$ cat src/design/adpcm_pkg.sv
// ----------------------------------------------------------------------------
// adpcm_pkg
// Shared types and constants of the ADPCM nibble decoder
// ----------------------------------------------------------------------------
package adpcm_pkg;

    // sample and datapath widths
    localparam int SAMPLE_W   = 16;
    localparam int ACC_W      = 23;
    localparam int MAG_W      = SAMPLE_W + 1;
    localparam int MUL_A_W    = 23;
    localparam int MUL_B_W    = 17;
    localparam int PROD_W     = MUL_A_W + MUL_B_W;
    localparam int GAIN_W     = 7;
    localparam int SCALE_W    = 4;
    localparam int CFG_IDX_W  = 3;
    localparam int CFG_DATA_W = 16;

    // prediction terms are floored by 2^11
    localparam int PRED_SHIFT = 11;

    // division by 100: floor(x * 41943 / 2^22) is the quotient or one below
    localparam int             DIV_SHIFT = 22;
    localparam int             DIV_W     = 22;
    localparam logic [16:0]    DIV_RECIP = 17'd41943;
    localparam logic [7:0]     DIV_BY    = 8'd100;

    localparam logic [GAIN_W-1:0] GAIN_FULL = 7'd100;

    localparam logic signed [ACC_W-1:0] SAMPLE_MAX = 23'sd32767;
    localparam logic signed [ACC_W-1:0] SAMPLE_MIN = -23'sd32768;

    typedef enum logic [CFG_IDX_W-1:0] {
        CFG_SHIFT_SCALE    = 3'd0,
        CFG_COEF_FIRST     = 3'd1,
        CFG_COEF_SECOND    = 3'd2,
        CFG_START_HIST_ONE = 3'd3,
        CFG_START_HIST_TWO = 3'd4,
        CFG_GAIN_PERCENT   = 3'd5
    } t_cfg_idx;

    typedef struct packed {
        logic [SCALE_W-1:0]          shift_scale;
        logic signed [SAMPLE_W-1:0]  coef_first;
        logic signed [SAMPLE_W-1:0]  coef_second;
        logic signed [SAMPLE_W-1:0]  start_hist_one;
        logic signed [SAMPLE_W-1:0]  start_hist_two;
        logic [GAIN_W-1:0]           gain_percent;
    } t_cfg;

    typedef enum logic [3:0] {
        S_IDLE,
        S_MUL1,
        S_MUL2,
        S_SUM,
        S_GAIN,
        S_RECIP,
        S_FIX,
        S_CORR,
        S_OUT
    } t_state;

    typedef enum logic [1:0] {
        MUL_PRED1,
        MUL_PRED2,
        MUL_GAIN,
        MUL_RECIP
    } t_mul_sel;

    // sequencer commands to the datapath
    typedef struct packed {
        logic     busy;
        logic     mul_en;
        t_mul_sel mul_sel;
        logic     acc_add;
        logic     sum_store;
        logic     recip_step;
        logic     fix_step;
        logic     corr_step;
        logic     out_load;
    } t_ctrl;

    // datapath status to the sequencer
    typedef struct packed {
        logic in_accept;
        logic gain_full;
        logic out_free;
    } t_stat;

endpackage

$ cat src/design/adpcm_cfg.sv
// ----------------------------------------------------------------------------
// adpcm_cfg
// Configuration register file with plain write port
// ----------------------------------------------------------------------------
module adpcm_cfg
    import adpcm_pkg::*;
(
    input  logic                  i_clk,
    input  logic                  i_rst_n,
    input  logic                  i_cfg_we,
    input  logic [CFG_IDX_W-1:0]  i_cfg_index,
    input  logic [CFG_DATA_W-1:0] i_cfg_data,
    output t_cfg                  o_cfg
);

    t_cfg r_cfg;

    always_ff @(posedge i_clk) begin
        if (!i_rst_n) begin
            r_cfg.shift_scale    <= '0;
            r_cfg.coef_first     <= '0;
            r_cfg.coef_second    <= '0;
            r_cfg.start_hist_one <= '0;
            r_cfg.start_hist_two <= '0;
            r_cfg.gain_percent   <= GAIN_FULL;
        end else if (i_cfg_we) begin
            unique case (t_cfg_idx'(i_cfg_index))
                CFG_SHIFT_SCALE:    r_cfg.shift_scale    <= i_cfg_data[SCALE_W-1:0];
                CFG_COEF_FIRST:     r_cfg.coef_first     <= i_cfg_data[SAMPLE_W-1:0];
                CFG_COEF_SECOND:    r_cfg.coef_second    <= i_cfg_data[SAMPLE_W-1:0];
                CFG_START_HIST_ONE: r_cfg.start_hist_one <= i_cfg_data[SAMPLE_W-1:0];
                CFG_START_HIST_TWO: r_cfg.start_hist_two <= i_cfg_data[SAMPLE_W-1:0];
                CFG_GAIN_PERCENT:   r_cfg.gain_percent   <= i_cfg_data[GAIN_W-1:0];
                default: ; // unused index, write dropped
            endcase
        end
    end

    assign o_cfg = r_cfg;

endmodule

$ cat src/design/adpcm_mul.sv
// ----------------------------------------------------------------------------
// adpcm_mul
// Shared signed multiplier with registered product
// ----------------------------------------------------------------------------
module adpcm_mul
    import adpcm_pkg::*;
(
    input  logic                      i_clk,
    input  logic                      i_en,
    input  logic signed [MUL_A_W-1:0] i_a,
    input  logic signed [MUL_B_W-1:0] i_b,
    output logic signed [PROD_W-1:0]  o_prod
);

    logic signed [PROD_W-1:0] r_prod;
    logic signed [PROD_W-1:0] n_prod;

    always_comb begin
        n_prod = PROD_W'(i_a) * PROD_W'(i_b);
    end

    always_ff @(posedge i_clk) begin
        if (i_en) begin
            r_prod <= n_prod;
        end
    end

    assign o_prod = r_prod;

endmodule

$ cat src/design/adpcm_ctrl.sv
// ----------------------------------------------------------------------------
// adpcm_ctrl
// Sequencer stepping one sample through the shared multiplier
// ----------------------------------------------------------------------------
module adpcm_ctrl
    import adpcm_pkg::*;
(
    input  logic  i_clk,
    input  logic  i_rst_n,
    input  t_stat i_stat,
    output t_ctrl o_ctrl
);

    t_state r_state;
    t_state n_state;

    always_ff @(posedge i_clk) begin
        if (!i_rst_n) begin
            r_state <= S_IDLE;
        end else begin
            r_state <= n_state;
        end
    end

    // next state
    always_comb begin
        n_state = r_state;
        unique case (r_state)
            S_IDLE:  if (i_stat.in_accept) n_state = S_MUL1;
            S_MUL1:  n_state = S_MUL2;
            S_MUL2:  n_state = S_SUM;
            S_SUM:   n_state = i_stat.gain_full ? S_OUT : S_GAIN;
            S_GAIN:  n_state = S_RECIP;
            S_RECIP: n_state = S_FIX;
            S_FIX:   n_state = S_CORR;
            S_CORR:  n_state = S_OUT;
            S_OUT:   if (i_stat.out_free) n_state = S_IDLE;
            default: n_state = S_IDLE;
        endcase
    end

    // outputs
    always_comb begin
        o_ctrl            = '0;
        o_ctrl.mul_sel    = MUL_PRED1;
        o_ctrl.busy       = (r_state != S_IDLE);
        unique case (r_state)
            S_IDLE: ;
            S_MUL1: begin
                o_ctrl.mul_en  = 1'b1;
                o_ctrl.mul_sel = MUL_PRED1;
            end
            S_MUL2: begin
                o_ctrl.mul_en  = 1'b1;
                o_ctrl.mul_sel = MUL_PRED2;
                o_ctrl.acc_add = 1'b1;
            end
            S_SUM:   o_ctrl.sum_store = 1'b1;
            S_GAIN: begin
                o_ctrl.mul_en  = 1'b1;
                o_ctrl.mul_sel = MUL_GAIN;
            end
            S_RECIP: begin
                o_ctrl.mul_en     = 1'b1;
                o_ctrl.mul_sel    = MUL_RECIP;
                o_ctrl.recip_step = 1'b1;
            end
            S_FIX:   o_ctrl.fix_step  = 1'b1;
            S_CORR:  o_ctrl.corr_step = 1'b1;
            S_OUT:   o_ctrl.out_load  = i_stat.out_free;
            default: ;
        endcase
    end

endmodule

$ cat src/design/adpcm_nibble_decoder.sv
// ----------------------------------------------------------------------------
// adpcm_nibble_decoder
// 4-bit ADPCM decoder with configurable predictor pair and volume scaling
// ----------------------------------------------------------------------------
// usage
//   input request: i_valid with i_code_byte, i_low_half, i_restart; taken on a
//   clock edge with i_valid high and o_stall low. o_stall is high while a
//   sample is being decoded, so one request is in flight at a time.
//   output request: o_valid with o_pcm_sample; taken when i_stall is low.
//   the result sits in an output register, so the decoder goes back to idle
//   and takes the next request while that result still waits.
//   datapath: one shared 23x17 multiplier does both prediction products, the
//   volume product and the divide by 100 (reciprocal multiply plus one
//   correction step). at full volume the sequencer steps MUL1, MUL2, SUM,
//   OUT; below volume 100 it runs GAIN, RECIP, FIX, CORR between SUM and
//   OUT. o_valid rises and o_stall drops in the same cycle, so a new request
//   is taken only once the last result is in the output register. a stalled
//   output holds the sequencer in its last step.
//   configuration: write i_cfg_we / i_cfg_index / i_cfg_data while idle.
//   reset: history, sequencer and output valid clear; registers return to
//   their defaults (volume 100, everything else zero).
// ----------------------------------------------------------------------------
module adpcm_nibble_decoder
    import adpcm_pkg::*;
(
    input  logic                        i_clk,
    input  logic                        i_rst_n,
    // configuration write port
    input  logic                        i_cfg_we,
    input  logic [CFG_IDX_W-1:0]        i_cfg_index,
    input  logic [CFG_DATA_W-1:0]       i_cfg_data,
    // input channel
    input  logic                        i_valid,
    output logic                        o_stall,
    input  logic [7:0]                  i_code_byte,
    input  logic                        i_low_half,
    input  logic                        i_restart,
    // output channel
    output logic                        o_valid,
    input  logic                        i_stall,
    output logic signed [SAMPLE_W-1:0]  o_pcm_sample
);

    t_cfg  w_cfg;
    t_ctrl w_ctrl;
    t_stat w_stat;

    logic w_in_accept;
    logic w_out_free;

    // history and working registers
    logic signed [SAMPLE_W-1:0] r_hist_one;
    logic signed [SAMPLE_W-1:0] r_hist_two;
    logic signed [ACC_W-1:0]    r_acc;
    logic signed [SAMPLE_W-1:0] r_res;
    logic                       r_neg;
    logic [MAG_W-1:0]           r_mag;
    logic [DIV_W-1:0]           r_dividend;
    logic [SAMPLE_W-1:0]        r_quot;
    logic [7:0]                 r_rem;
    logic                       r_out_valid;
    logic signed [SAMPLE_W-1:0] r_out_data;

    // multiplier operands and product
    logic signed [MUL_A_W-1:0]  w_mul_a;
    logic signed [MUL_B_W-1:0]  w_mul_b;
    logic signed [PROD_W-1:0]   w_prod;

    logic [3:0]                 w_code;
    logic signed [ACC_W-1:0]    w_delta;
    logic signed [ACC_W-1:0]    w_pred_term;
    logic signed [ACC_W-1:0]    w_sum;
    logic signed [SAMPLE_W-1:0] w_sat;
    logic [MAG_W-1:0]           w_sat_ext;
    logic [MAG_W-1:0]           w_abs;
    logic [SAMPLE_W-1:0]        w_q0;
    logic [DIV_W-1:0]           w_q0_x100;
    logic [DIV_W-1:0]           w_rem;
    logic [SAMPLE_W-1:0]        w_quot;

    adpcm_cfg u_cfg (
        .i_clk       (i_clk),
        .i_rst_n     (i_rst_n),
        .i_cfg_we    (i_cfg_we),
        .i_cfg_index (i_cfg_index),
        .i_cfg_data  (i_cfg_data),
        .o_cfg       (w_cfg)
    );

    adpcm_ctrl u_ctrl (
        .i_clk   (i_clk),
        .i_rst_n (i_rst_n),
        .i_stat  (w_stat),
        .o_ctrl  (w_ctrl)
    );

    adpcm_mul u_mul (
        .i_clk  (i_clk),
        .i_en   (w_ctrl.mul_en),
        .i_a    (w_mul_a),
        .i_b    (w_mul_b),
        .o_prod (w_prod)
    );

    // handshakes
    assign o_stall     = w_ctrl.busy;
    assign w_in_accept = i_valid && !w_ctrl.busy;
    assign w_out_free  = !r_out_valid || !i_stall;

    assign w_stat.in_accept = w_in_accept;
    assign w_stat.gain_full = (w_cfg.gain_percent >= GAIN_FULL);
    assign w_stat.out_free  = w_out_free;

    // nibble select, sign extend, scale shift
    assign w_code  = i_low_half ? i_code_byte[3:0] : i_code_byte[7:4];
    assign w_delta = $signed({{(ACC_W-4){w_code[3]}}, w_code}) <<< w_cfg.shift_scale;

    // floor(product / 2^11), the product of a coefficient and a history value
    assign w_pred_term = w_prod[PRED_SHIFT+ACC_W-1:PRED_SHIFT];

    // final sum and clamp to 16 bits
    assign w_sum = r_acc + w_pred_term;
    always_comb begin
        if (w_sum > SAMPLE_MAX) begin
            w_sat = SAMPLE_MAX[SAMPLE_W-1:0];
        end else if (w_sum < SAMPLE_MIN) begin
            w_sat = SAMPLE_MIN[SAMPLE_W-1:0];
        end else begin
            w_sat = w_sum[SAMPLE_W-1:0];
        end
    end

    // magnitude so that the divide truncates toward zero
    assign w_sat_ext = {w_sat[SAMPLE_W-1], w_sat};
    assign w_abs     = w_sat[SAMPLE_W-1] ? (~w_sat_ext + MAG_W'(1)) : w_sat_ext;

    // multiplier operand select
    always_comb begin
        unique case (w_ctrl.mul_sel)
            MUL_PRED1: begin
                w_mul_a = MUL_A_W'(w_cfg.coef_first);
                w_mul_b = MUL_B_W'(r_hist_one);
            end
            MUL_PRED2: begin
                w_mul_a = MUL_A_W'(w_cfg.coef_second);
                w_mul_b = MUL_B_W'(r_hist_two);
            end
            MUL_GAIN: begin
                w_mul_a = $signed({{(MUL_A_W-MAG_W){1'b0}}, r_mag});
                w_mul_b = $signed({{(MUL_B_W-GAIN_W){1'b0}}, w_cfg.gain_percent});
            end
            MUL_RECIP: begin
                w_mul_a = $signed({{(MUL_A_W-DIV_W){1'b0}}, w_prod[DIV_W-1:0]});
                w_mul_b = $signed(DIV_RECIP);
            end
            default: begin
                w_mul_a = '0;
                w_mul_b = '0;
            end
        endcase
    end

    // quotient estimate and its remainder: q0*100 as shift-and-add
    assign w_q0      = w_prod[DIV_SHIFT+SAMPLE_W-1:DIV_SHIFT];
    assign w_q0_x100 = DIV_W'({w_q0, 6'b0}) + DIV_W'({w_q0, 5'b0}) + DIV_W'({w_q0, 2'b0});
    assign w_rem     = r_dividend - w_q0_x100;

    // estimate is exact or one low
    assign w_quot = r_quot + SAMPLE_W'(r_rem >= DIV_BY);

    // history: restart loads the start values at accept
    always_ff @(posedge i_clk) begin
        if (!i_rst_n) begin
            r_hist_one <= '0;
            r_hist_two <= '0;
        end else if (w_in_accept && i_restart) begin
            r_hist_one <= w_cfg.start_hist_one;
            r_hist_two <= w_cfg.start_hist_two;
        end else if (w_ctrl.sum_store) begin
            r_hist_two <= r_hist_one;
            r_hist_one <= w_sat;
        end
    end

    // working registers, no reset needed
    always_ff @(posedge i_clk) begin
        if (w_in_accept) begin
            r_acc <= w_delta;
        end else if (w_ctrl.acc_add) begin
            r_acc <= w_sum;
        end
        if (w_ctrl.sum_store) begin
            r_res <= w_sat;
            r_neg <= w_sat[SAMPLE_W-1];
            r_mag <= w_abs;
        end
        if (w_ctrl.recip_step) begin
            r_dividend <= w_prod[DIV_W-1:0];
        end
        if (w_ctrl.fix_step) begin
            r_quot <= w_q0;
            r_rem  <= w_rem[7:0];
        end
        if (w_ctrl.corr_step) begin
            r_res <= r_neg ? $signed(-w_quot) : $signed(w_quot);
        end
    end

    // output register
    always_ff @(posedge i_clk) begin
        if (!i_rst_n) begin
            r_out_valid <= 1'b0;
        end else if (w_ctrl.out_load) begin
            r_out_valid <= 1'b1;
        end else if (!i_stall) begin
            r_out_valid <= 1'b0;
        end
    end

    always_ff @(posedge i_clk) begin
        if (w_ctrl.out_load) begin
            r_out_data <= r_res;
        end
    end

    assign o_valid      = r_out_valid;
    assign o_pcm_sample = r_out_data;

endmodule
$ cat config.mk
export PLATFORM = sky130hd
export DESIGN_NAME = adpcm_nibble_decoder
export DESIGN_NICKNAME = d
export VERILOG_FILES = /design/src/design/adpcm_pkg.sv /design/src/design/adpcm_cfg.sv /design/src/design/adpcm_mul.sv /design/src/design/adpcm_ctrl.sv /design/src/design/adpcm_nibble_decoder.sv
export SDC_FILE = /design/constraint.sdc
export NUM_CORES = 1
export LEC_CHECK = 0
export BUFFER_PORTS_ARGS = -buffer_cell sky130_fd_sc_hd__buf_2
export CAP_MARGIN = 15
export CORE_ASPECT_RATIO = 1.25
export CORE_MARGIN = 4
export CORE_UTILIZATION = 35
export CTS_CLUSTER_SIZE = 28
export DETAILED_ROUTE_END_ITERATION = 7
export PLACE_DENSITY_LB_ADDON = 0.05
export SLEW_MARGIN = 10
export SYNTH_ARGS = -nofsm -noshare
export SYNTH_HDL_FRONTEND = slang
export SYNTH_HIERARCHICAL = 1
export SYNTH_SLANG_ARGS = --single-unit
$ cat constraint.sdc
create_clock -name i_clk -period 11.45 [get_ports i_clk]
set_input_delay 2.29 -clock i_clk [delete_from_list [all_inputs] [get_ports i_clk]]
set_output_delay 2.29 -clock i_clk [all_outputs]
set_load 0.02 [all_outputs]
==> reports/qor.yml, run 1 <==
status: "finished clean"
routed-via-count: 19323
final_max_slew_viol_count: 0
slew_headroom_pct: 22.50
die_w_um: 256.0
worst-path-max-fanout: 24
fill_cells: 7684
worst_pin_slew_ps: 1162
grt_overflow_total: 0
fmaxAchievable_ghz: 0.1109
clk_latency_ps: 560
setup_tns_ps: 0
dieArea_mm2: 0.08138
io_pins: 52
io_buffers: 51
timing.final.crit_share_pct: 78.78
yosys_warnings: 6
avgSynthCellArea_um2: 9.717
p_leak_nw: 13.32
hp-class: "reg2reg"
ir_drop_uv: 142.2
grt_pass1_wl_mm: 127.7
startpoint: "u_ctrl/r_state[1]$_SDFFE_PN0P_"
report.final.hold_viol_count: 0
drtPass1Iterations: 7
wire_per_inst_um: 22.41
ctsResizeCount: 0
viasPerCell: 5.168
drv_cap: 0
gp_congestion: 0.8705
core-area_mm2: 0.07607
setup.worst_path.start_class: "register"
drive_gt1_share_pct: 7.497
r2r_start: "u_ctrl/r_state[1]$_SDFFE_PN0P_"
drtIter0Drc: 1080
die_y_um: 317.9
root_buffer: "clkbuf_16"
htree_levels: 1
cp.required_ps: 11740
place_hpwl_mm: 63.22
crit_top_cell: "fa_1"
final_common_cell: "inv_1"
crit_chain: "nand2b_1 -> o31ai_4 -> buf_4 -> mux2i_1 -> nor2_1 -> clkinv_1 -> nor2_1 -> fa_1 -> fa_1 -> fa_1 -> fa_1 -> fa_1 -> inv_1 -> fa_1 -> inv_1 -> ha_1 -> nand4_1 -> o221ai_1 -> nor4_2 -> a2111o_1 -> a31oi_1 -> or2_2 -> o211ai_1"
crit_arrival_ps: 9310
grt_start_max_net_pins: 79
met3_length_mm: 2.733
cts_setup_buffers: 0
synth_area_mm2: 0.02690
clkTransAtPathRegs_ps: 60
syn2layout_area_growth_pct: 7.992
cts_buffers: 27
cpPeakStageDelay_ps: 750
wirelength_mm: 83.79
cts_max_path_buffers: 3
synth_nets: 3316
dpl_worst_slack_ps: 2509
initial_utilization_pct: 35.36
cts_hold_buf: 0
num-nets-final: 3289
criticalPathCategory: "reg2reg"
fin_worst_skew_ps: 16.91
layout_common_cells: "inv_1, nand2_1, fa_1, and2_1, edfxtp_1"
worst_path_max_delay_cell: "clkinv_1"
maxUsedRoutingLayer: "met4"
grt_use_total_pct: 20.39
antenna_found_initial: 3
cts_num_sinks: 251
powerDensity_mw_per_mm2: 141.9
worstHoldStart: "r_res[13]$_DFFE_PP_"
setup_viol: 0
rsz0062_at_grt: "no"
drc: 0
fin_ws_ps: 2430
num_rows: 113
fin_crit_ps: 9020
grt_pass1_vias: 20588
wl_met2_mm: 43.18
ant_nets: 0
synthCells: 2768
end_kind: "register"
cts_tree: "yes"
wl_met1_mm: 35.33
[stage by stage]
stage	std cells	power, W	area [um2]	hold slack [ps]	utilization [%]
4_1_cts	3738	0.004165	29040	413.2	38.18
2_1_floorplan	2768	0.002499	26900	400.3	-
3_5_place_dp	3689	0.003189	28090	404.5	36.93
5_1_grt	3738	0.004350	29040	416.2	38.18
6_report	3739	0.004122	29050	413.9	38.19
3_3_place_gp	3689	0.003186	28090	405.7	36.93
[cell type report]
type	instances	area (um2)	share of cell area [%]
Multi-Input combinational cell	1914	18210	62.68
Sequential cell	251	6416	22.09
Timing Repair Buffer	85	513.0	1.766
Inverter	462	1734	5.970
Clock buffer	32	747.0	2.572
Clock inverter	17	203.9	0.7021
Tap cell	977	1222	4.208
Antenna cell	1	2.502	0.008615
[worst max-delay path, delay by kind of cell, from the launching register on]
family	cells	cell delay [ps]
adder cells (fa/ha/maj)	7	3450
AO/OA/AOI/OAI	5	1670
AND/OR/NAND/NOR	6	1630
buffers and inverters	4	1250
flip-flops	1	570
multiplexers	1	130
[registers in the layout, summed over array words and instances (netlist names)]
| name | cells |
|---|---|
| o_pcm_sample | 16 |
| o_valid | 1 |
| r_acc | 23 |
| r_dividend | 6 |
| r_hist_one | 16 |
| r_hist_two | 16 |
| r_mag | 17 |
| r_neg | 1 |
| r_quot | 16 |
| r_rem | 6 |
| r_res | 16 |
| u_cfg/o_cfg | 75 |
| u_ctrl/r_state | 4 |
| u_mul/o_prod | 38 |
[metal layers]
layer	up-vias	track usage, %
met5	-	0
met4	0	5.597
met3	104	1.671
met2	386	37.21
met1	10026	25.96
li1	8807	-
[power breakdown]
group          switching (W)  internal, W
Clock               0.000391     0.000558
Sequential         0.0000702      0.00115
Combinational        0.00136     0.000593
Total                0.00182      0.00230
[worst paths after layout]
check	end	slack, ps	cells past startpoint
worst max-delay path	u_mul/o_prod[32]$_DFFE_PP_	2430	23
worst min-delay path	o_pcm_sample[13]$_DFFE_PP_	410	0
worst max register to register	u_mul/o_prod[32]$_DFFE_PP_	2430	23
worst min register to register	o_pcm_sample[13]$_DFFE_PP_	410	0
Note: power is estimated with default switching activity, not from simulation.
==> run 2: changes to the inputs <==
==> constraint.sdc (replaced) <==
create_clock -name i_clk -period 7.7 [get_ports i_clk]
set_input_delay 1.54 -clock i_clk [delete_from_list [all_inputs] [get_ports i_clk]]
set_output_delay 1.54 -clock i_clk [all_outputs]
set_load 0.02 [all_outputs]
==> run 2 against run 1 <==
Against the previous run:
- non-clock buffer count increased by 122
- sequential power increased by 48%
- fmax increased by 21%
- largest cell class unchanged
- cell area increased by 4.7%
- register-to-register slack got worse by 2200 ps
- routed wire length decreased by 0.29%
- setup slack got worse by 2200 ps
==> reports/qor.yml, run 2 (same netlist as run 1, synthesis figures left out) <==
status: "finished clean"
end_kind: "register"
root_buffer: "clkbuf_16"
crit_arrival_ps: 7730  # -1580 ps
dieArea_mm2: 0.08138  # unchanged
final_common_cell: "inv_1"
place_hpwl_mm: 66.14  # +4.6%
worst_r2r_path_depth: 23  # unchanged
final_core_utilization_pct: 39.99  # +1.8 points
finalNonFillerCells: 3859  # +3.2%
drtPass1Iterations: 6  # -1
setup_tns_ps: 0  # unchanged
grt_use_total_pct: 20.04  # -0.35 points
num_rows: 113  # unchanged
initial_utilization_pct: 35.36  # unchanged
cts_tree: "yes"
die_w_um: 256.0  # unchanged
gp_congestion: 0.9090  # +4.4%
dp_cells: 3776  # +2.4%
p_leak_nw: 14.02  # +5.2%
clkTransAtPathRegs_ps: 70  # about the same
antenna_found_initial: 2  # -1
hp-class: "reg2reg"
crit_chain: "nand2b_4 -> o31ai_4 -> buf_4 -> clkbuf_16 -> buf_4 -> mux4_2 -> and2_1 -> fa_1 -> fa_1 -> fa_1 -> fa_1 -> fa_1 -> inv_1 -> fa_1 -> inv_1 -> ha_1 -> nand4_1 -> o221ai_2 -> nor4_2 -> a2111o_1 -> a31oi_1 -> or2_2 -> o211ai_1"
htree_levels: 1  # unchanged
worst_path_max_delay_cell: "mux4_2"
viasPerCell: 5.041  # -2.4%
layout_common_cells: "inv_1, nand2_1, fa_1, and2_1, edfxtp_1"
n_antenna_cell: 0  # -1
drv_cap: 0  # unchanged
criticalPathCategory: "reg2reg"
routed-via-count: 19455  # +0.68%
clk_latency_ps: 570  # about the same
num-nets-final: 3410  # +3.7%
cts_num_sinks: 251  # unchanged
fin_worst_skew_ps: 19.26  # +2.354 ps
drive_gt1_share_pct: 12.18  # +4.7 points
crit_top_cell: "fa_1"
r2r_start: "u_ctrl/r_state[0]$_SDFFE_PN0P_"
drc: 0  # unchanged
rr_endpoint: "u_mul/o_prod[32]$_DFFE_PP_"
slew_headroom_pct: 28.37  # +5.9 points
io_buffers: 51  # unchanged
cts_buffers: 26  # -3.7%
ir_drop_uv: 275.4  # +94%
die_y_um: 317.9  # unchanged
worst-path-max-fanout: 8  # -67%
powerDensity_mw_per_mm2: 201.1  # +42%
grt_start_max_net_pins: 55  # -30%
ant_nets: 0  # unchanged
grt_pass1_wl_mm: 126.8  # -0.66%
grt_overflow_total: 0  # unchanged
wire_per_inst_um: 21.65  # -3.4%
finish.instance_area_mm2: 0.03042  # +4.7%
final_max_slew_viol_count: 0  # unchanged
wirelength_mm: 83.54  # -0.29%
io_pins: 52  # unchanged
cts_hold_buf: 0  # unchanged
timing.final.crit_share_pct: 96.43  # +18 points
drtIter0Drc: 1258  # +16%
cp.required_ps: 8000  # -3740 ps
place_area_mm2: 0.02896  # +3.1%
fin_crit_ps: 7425  # -1596 ps
grt_pass1_vias: 20622  # +0.17%
rsz0062_at_grt: "yes"
largest_reg_flops: 75  # unchanged
report.final.hold_viol_count: 0  # unchanged
setup_viol: 0  # unchanged
cpPeakStageDelay_ps: 630  # -120 ps
cts_max_path_buffers: 3  # unchanged
holdPathEnd: "o_pcm_sample[14]$_DFFE_PP_"
worst_pin_slew_ps: 1074  # -87.55 ps
core-area_mm2: 0.07607  # unchanged
reg2reg_slack_ps: 280  # -2150 ps
min_path_cells: 0  # unchanged
fmaxAchievable_ghz: 0.1347  # +21%
worstHoldStart: "r_res[14]$_DFFE_PP_"
setup.worst_path.start_class: "register"
syn2layout_area_growth_pct: 13.09
-- run 2: critical path: cells and delay by family, from the launching register on --
kind                     cells  cell delay (ps)
adder cells (fa/ha/maj)      7             3460
flip-flops                   1              350
multiplexers                 1              630
buffers and inverters        5              570
AND/OR/NAND/NOR              5              860
AO/OA/AOI/OAI                5             1290
-- run 2: how the worst max path moves through the flow --
| stage | from | depth (start not counted) | slack, ps | endpoint |
|---|---|---|---|---|
| after floorplan | u_ctrl/r_state[0]$_SDFFE_PN0P_ | 30 | 20 | u_mul/o_prod[32]$_DFFE_PP_ |
| after global placement | u_ctrl/r_state[3]$_SDFFE_PN0P_ | 25 | 100 | u_mul/o_prod[37]$_DFFE_PP_ |
| after detailed placement | u_ctrl/r_state[3]$_SDFFE_PN0P_ | 29 | 80 | u_mul/o_prod[37]$_DFFE_PP_ |
| after CTS | u_ctrl/r_state[3]$_SDFFE_PN0P_ | 29 | 50 | u_mul/o_prod[37]$_DFFE_PP_ |
| after global routing | u_ctrl/r_state[0]$_SDFFE_PN0P_ | 25 | -30 | u_mul/o_prod[32]$_DFFE_PP_ |
| final | u_ctrl/r_state[0]$_SDFFE_PN0P_ | 23 | 280 | u_mul/o_prod[32]$_DFFE_PP_ |
-- run 2: metrics by stage --
step           worst slack [ps]  hold slack [ps]  power (W)
2_1_floorplan             18.39            400.3   0.003716
3_3_place_gp              97.92            403.6   0.004746
3_5_place_dp              83.59            404.5   0.004729
4_1_cts                   49.03            420.1   0.006120
5_1_grt                  -31.34            430.1   0.006455
6_report                  275.3            419.1   0.006117
-- run 2: report_power, final --
group          switching (W)  total, W  leakage, nW  internal [W]
Combinational        0.00200   0.00296         11.4      0.000959
Sequential         0.0000932   0.00181         2.20       0.00171
Clock               0.000573   0.00135        0.434      0.000781
-- run 2: area by class of cell --
cell class                 instances  area (um2)
sequential                       251        6424
multi-input combinational       1914       18350
clock inverter                    10       146.4
tap                              977        1222
inverter                         462        1734
timing repair buffer             207        1797
fill                            7525       45650
clock buffer                      38       748.2
-- run 2: per-layer routing --
layer | routed length (um) | track usage (%) | share of wire (%)
met5 | 0 | 0 | 0
met4 | 2703 | 6.463 | 3.2
met3 | 2286 | 1.361 | 2.7
met2 | 41180 | 34.67 | 49
met1 | 37370 | 26.94 | 45
-- run 2: repair_timing --
item                       in CTS  in global routing
setup endpoints to repair       0                 14
resized for setup               0                 41
setup buffers                   0                 31
